--- src/rtl/etsr_pkg.sv ---
`timescale 1ns / 1ps

package etsr_pkg;

  localparam int DEF_SENSOR_WIDTH    = 640;
  localparam int DEF_SENSOR_HEIGHT   = 480;
  localparam int DEF_STEPS_PER_DECAY = 256;
  localparam int DEF_TABLE_DEPTH     = 1536;

  localparam int TIME_W      = 32;
  localparam int X_W         = 10;
  localparam int Y_W         = 9;
  localparam int SCALE_W     = 25;
  localparam int INTENSITY_W = 8;
  localparam int IN_TDATA_W  = 56;   // 51 bits of fields, zero padded to bytes
  localparam int OUT_TDATA_W = 8;

  // product of a non-negative age (31 bits) and the scale, then >> 16
  localparam int PROD_W = TIME_W - 1 + SCALE_W;
  localparam int IDX_W  = PROD_W - 16;

  localparam logic [SCALE_W-1:0] DECAY_SCALE_RESET = SCALE_W'(559);

  localparam logic MODE_EVENT = 1'b0;
  localparam logic MODE_QUERY = 1'b1;

  typedef struct packed {
    logic              fired;
    logic [TIME_W-1:0] last_time;
  } etsr_entry_t;

endpackage

--- src/rtl/etsr_decay_rom.sv ---
`timescale 1ns / 1ps

module etsr_decay_rom
  import etsr_pkg::*;
#(
  parameter int STEPS_PER_DECAY = DEF_STEPS_PER_DECAY,
  parameter int TABLE_DEPTH     = DEF_TABLE_DEPTH,
  parameter int AW              = $clog2(TABLE_DEPTH)
) (
  input  logic                   clk,
  input  logic                   rd_en,
  input  logic [AW-1:0]          rd_addr,
  output logic [INTENSITY_W-1:0] rd_data
);

  localparam logic [63:0] Q62_ONE = 64'd1 << 62;
  localparam logic [63:0] STEPS64 = 64'(STEPS_PER_DECAY);

  // series terms of exp(-1/steps) in Q62; past the twelfth they are zero
  // for any steps of 16 or more
  localparam logic [63:0] T1  = Q62_ONE / STEPS64;
  localparam logic [63:0] T2  = T1  / (STEPS64 * 64'd2);
  localparam logic [63:0] T3  = T2  / (STEPS64 * 64'd3);
  localparam logic [63:0] T4  = T3  / (STEPS64 * 64'd4);
  localparam logic [63:0] T5  = T4  / (STEPS64 * 64'd5);
  localparam logic [63:0] T6  = T5  / (STEPS64 * 64'd6);
  localparam logic [63:0] T7  = T6  / (STEPS64 * 64'd7);
  localparam logic [63:0] T8  = T7  / (STEPS64 * 64'd8);
  localparam logic [63:0] T9  = T8  / (STEPS64 * 64'd9);
  localparam logic [63:0] T10 = T9  / (STEPS64 * 64'd10);
  localparam logic [63:0] T11 = T10 / (STEPS64 * 64'd11);
  localparam logic [63:0] T12 = T11 / (STEPS64 * 64'd12);
  localparam logic [63:0] RATIO = (Q62_ONE + T2 + T4 + T6 + T8 + T10 + T12)
                                - (T1 + T3 + T5 + T7 + T9 + T11);

  // (a*b) >> 62 in 32-bit halves
  function automatic logic [63:0] mul_q62(input logic [63:0] a, input logic [63:0] b);
    logic [63:0] ll, lh, hl, hh, mid, lo, hi;
    ll  = {32'd0, a[31:0]}  * {32'd0, b[31:0]};
    lh  = {32'd0, a[31:0]}  * {32'd0, b[63:32]};
    hl  = {32'd0, a[63:32]} * {32'd0, b[31:0]};
    hh  = {32'd0, a[63:32]} * {32'd0, b[63:32]};
    mid = (ll >> 32) + {32'd0, lh[31:0]} + {32'd0, hl[31:0]};
    lo  = {mid[31:0], ll[31:0]};
    hi  = hh + (lh >> 32) + (hl >> 32) + (mid >> 32);
    return (hi << 2) | (lo >> 62);
  endfunction

  // successive powers of exp(-1/steps), scaled to 255 and rounded
  function automatic logic [TABLE_DEPTH*INTENSITY_W-1:0] build_table();
    logic [TABLE_DEPTH*INTENSITY_W-1:0] bits;
    logic [63:0] v, q, e;
    bits = '0;
    v = Q62_ONE;
    for (int i = 0; i < TABLE_DEPTH; i++) begin
      q = v >> 8;
      e = (q * 64'd255 + (64'd1 << 53)) >> 54;
      bits[i*INTENSITY_W +: INTENSITY_W] = (e > 64'd255) ? 8'd255 : e[INTENSITY_W-1:0];
      v = mul_q62(v, RATIO);
    end
    return bits;
  endfunction

  localparam logic [TABLE_DEPTH*INTENSITY_W-1:0] TABLE_BITS = build_table();

  logic [INTENSITY_W-1:0] rd_data_r;

  always_ff @(posedge clk) begin
    if (rd_en) begin
      if (32'(rd_addr) < 32'(TABLE_DEPTH)) begin
        rd_data_r <= TABLE_BITS[rd_addr*INTENSITY_W +: INTENSITY_W];
      end else begin
        rd_data_r <= '0;
      end
    end
  end

  assign rd_data = rd_data_r;

endmodule

--- config.mk ---
export PLATFORM = sky130hd
export DESIGN_NAME = etsr_decay_rom
export DESIGN_NICKNAME = d
export VERILOG_FILES = /design/src/rtl/etsr_pkg.sv /design/src/rtl/etsr_decay_rom.sv
export SDC_FILE = /design/constraint.sdc
export NUM_CORES = 1
export LEC_CHECK = 0
export ABC_CLOCK_PERIOD_IN_PS = 2400
export BUFFER_PORTS_ARGS = -buffer_cell sky130_fd_sc_hd__buf_2
export CAP_MARGIN = 10
export CORE_AREA = 2 2 101 103
export CTS_BUF_LIST = sky130_fd_sc_hd__clkbuf_16
export DETAILED_ROUTE_END_ITERATION = 7
export DIE_AREA = 0 0 103 105
export GPL_TIMING_DRIVEN = 0
export HOLD_SLACK_MARGIN = 0.15
export MAX_ROUTING_LAYER = met4
export PLACE_DENSITY_LB_ADDON = 0.3
export SLEW_MARGIN = 10
export SYNTH_ARGS = -nofsm -noshare
export SYNTH_HDL_FRONTEND = slang
export SYNTH_SLANG_ARGS = --single-unit
--- constraint.sdc ---
create_clock -name clk -period 2.4 [get_ports clk]
set_input_delay 0.12 -clock clk [delete_from_list [all_inputs] [get_ports clk]]
set_output_delay 0.12 -clock clk [all_outputs]
set_load 0.005 [all_outputs]
==> flow_metrics.tcl <==
set metrics [dict create \
    end_kind "register" \
    synth_ff_type "edfxtp_1" \
    synth_most_common_cell "a21oi_1" \
    rows 36 \
    grt_pass1_vias 4666 \
    area_growth_syn_to_layout_pct 20.59 \
    async_flop_share_pct 0 \
    synth_seq_cells 8 \
    finalCriticalPeriod_ns 2.405 \
    postLayoutCellArea_um2 3935 \
    place_ws_ns -1.043 \
    fin_tns_setup_ns -0.005185 \
    relSlewSlack_pct 25.87 \
    wl_mm 21.08 \
    root_buffer "clkbuf_16" \
    ir_drop_mv 0.3272 \
    grt_max_degree 14 \
    largest_reg_flops 8 \
    coreArea_um2 9639 \
    seq_area_frac_synth_pct 7.362 \
    synth.avg_cell_area_um2 6.287 \
    grt_antenna_before_repair 0 \
    nets 575 \
    leakage_nw 1.375 \
    synth_top_area_cell "a21oi_1" \
    failed_checks "setup timing" \
    clock-sinks 8 \
    start_kind "primary input" \
    hold_viol 0 \
    grt_pass1_wl_mm 31.34 \
    yosysWarnings 0 \
    place.gp.congestion 1.085 \
    dp_hpwl_mm 15.22 \
    drtPass1Iterations 8 \
    critical_path_class "in -> reg" \
    cts_tree "done" \
    port-buffer-count 17 \
    synth.top_cell.area_share_pct 10.12 \
    htreeDepth 1 \
    drt-initial-drc-count 810 \
    dieArea_um2 10820 \
    status "finished with violations" \
    drv_cap 0 \
    synth_edf_count 8 \
    fmax_ghz 0.4158 \
    worst_slack_ns -0.004803 \
    vias_per_cell 7.510 \
    yosys-top-cells-count "66 x a21oi_1, 58 x nor2_1, 53 x o21ai_0, 45 x nand2_1, 24 x buf_2" \
    worstPathArrival_ns 2.36 \
    drc_errors 0 \
    drive_above_1_share_pct 21.88 \
    grt_overflow_total 0 \
    drv_slew 0 \
    crit_fanout 11 \
    holdBufCountCts 0 \
    initial_utilization_pct 33.85 \
    die_y_um 105 \
    dieWidth_um 103 \
    cts_inserted_buffers 3 \
    antennaDiodeCount 0 \
    vias 5084 \
    setup_viol 2 \
    ys_types 63 \
    post_drt_wl_per_cell_um 31.13 \
    synth_area_leaders "a21oi_1 10%, o21ai_0 8.1%, edfxtp_1 7.4%, nor2_1 6.7%, ha_1 6.1%" \
    hold_path.class "in -> reg" \
    clockBufferDepth 2 \
    track_usage_pct 40.08 \
    power-per-cell-area_nw_per_um2 331.8 \
    syn_inst 519 \
    fin_cells 677 \
    syn-num-nets 548 \
    dp_cells 669 \
    cts.clk_slew.worst_paths_ns 0.04 \
    placed_cell_area_um2 3528 \
    ioPinCount 21 \
    synth_area_um2 3263 \
    utilization_pct 40.82 \
    antenna_left 0 \
    period_share_pct 100.2 \
    required_ns 2.35 \
    tightestPinTransition_ns 1.108 \
]
==> kinds of logic (layout without fill, tap and decap cells) <==
kind of cell / after synthesis / in the layout / synth area share (%)
multiplexers: 5 / 5 / 1.917
adder cells (fa/ha/maj): 18 / 18 / 6.748
AND/OR/NAND/NOR: 178 / 178 / 25.81
AO/OA/AOI/OAI: 241 / 241 / 48.39
flip-flops: 8 / 8 / 7.362
buffers and inverters: 69 / 94 / 9.778
==> worst max-delay path, stage by stage <==
cell and delay, ns:
buf_4 0.18, buf_6 0.17, inv_1 0.07, buf_6 0.13
ha_4 0.19, buf_4 0.17, nand2b_2 0.24, a21oi_1 0.17
nor2_1 0.06, a221oi_1 0.23, o21ai_1 0.14, a211oi_4 0.35
o311ai_2 0.12
==> power by group <==
part / total (mW) / switching (mW) / internal, mW / leakage (nW)
logic: 0.858 / 0.588 / 0.270 / 1.26
clock network: 0.273 / 0.0592 / 0.214 / 0.0370
registers: 0.174 / 0.00282 / 0.171 / 0.0771
==> layout by cell type (no fill, tap or decap), types with 4 or more instances in the layout <==
master,instances
a211oi_1,14
a21oi_1,64
a221oi_1,5
a22oi_1,4
a311oi_1,6
a31oi_1,14
buf_1,4
buf_2,33
buf_4,9
buf_6,5
clkbuf_1,12
clkbuf_16,4
clkbuf_2,9
clkbuf_4,6
edfxtp_1,8
ha_1,13
inv_1,8
mux2i_1,4
nand2_1,42
nand2_2,4
nand2b_1,12
nand3_1,9
nor2_1,53
nor2_2,5
nor2b_1,10
nor3_1,12
nor4_1,4
o211ai_1,13
o21ai_0,48
o21ai_1,5
o221ai_1,8
o22ai_1,6
o311ai_0,7
or2_2,5
==> worst paths after layout <==
| path | from | endpoint | slack (ns) | cells past startpoint |
|---|---|---|---|---|
| hold / removal | rd_en | rd_data[7] | 0.23 | 1 |
| setup / recovery | rd_addr[2] | rd_data[1] | -0.005 | 13 |
==> per-stage QoR <==
step | total power [mW] | hold WS (ns)
final | 1.305 | 0.2328
after global routing | 1.343 | 0.2492
after CTS | 1.216 | 0.2289
after detailed placement | 0.9027 | 0.4602
after global placement | 0.9290 | 0.4593
after floorplan | 0.6307 | 0.2325
==> cell type report <==
cell class                      instances  area, um^2
Inverter                               11       43.79
Multi-Input combinational cell        442        2925
Buffer                                 57       334.1
Tap cell                              133       166.4
Fill cell                            1063        5704
Timing Repair Buffer                   23       150.1
Clock buffer                            3       75.07
Sequential cell                         8       240.2
==> metal layers <==
| metal | part of all wire [%] | GRT usage (%) | up-vias |
|---|---|---|---|
| met4 | 9.7 | 23.50 | 0 |
| li1 | - | - | 2044 |
| met2 | 41 | 56.35 | 551 |
| met3 | 13 | 10.97 | 182 |
| met1 | 36 | 50.58 | 2307 |
| met5 | 0 | - | - |
==> timing repair <==
action | CTS | global route
buffers inserted | 6 | 0
endpoints found under the setup margin | 6 | 5
pin swaps | 3 | 8
gates resized for setup | 46 | 44
(Power assumes the default switching activity.)
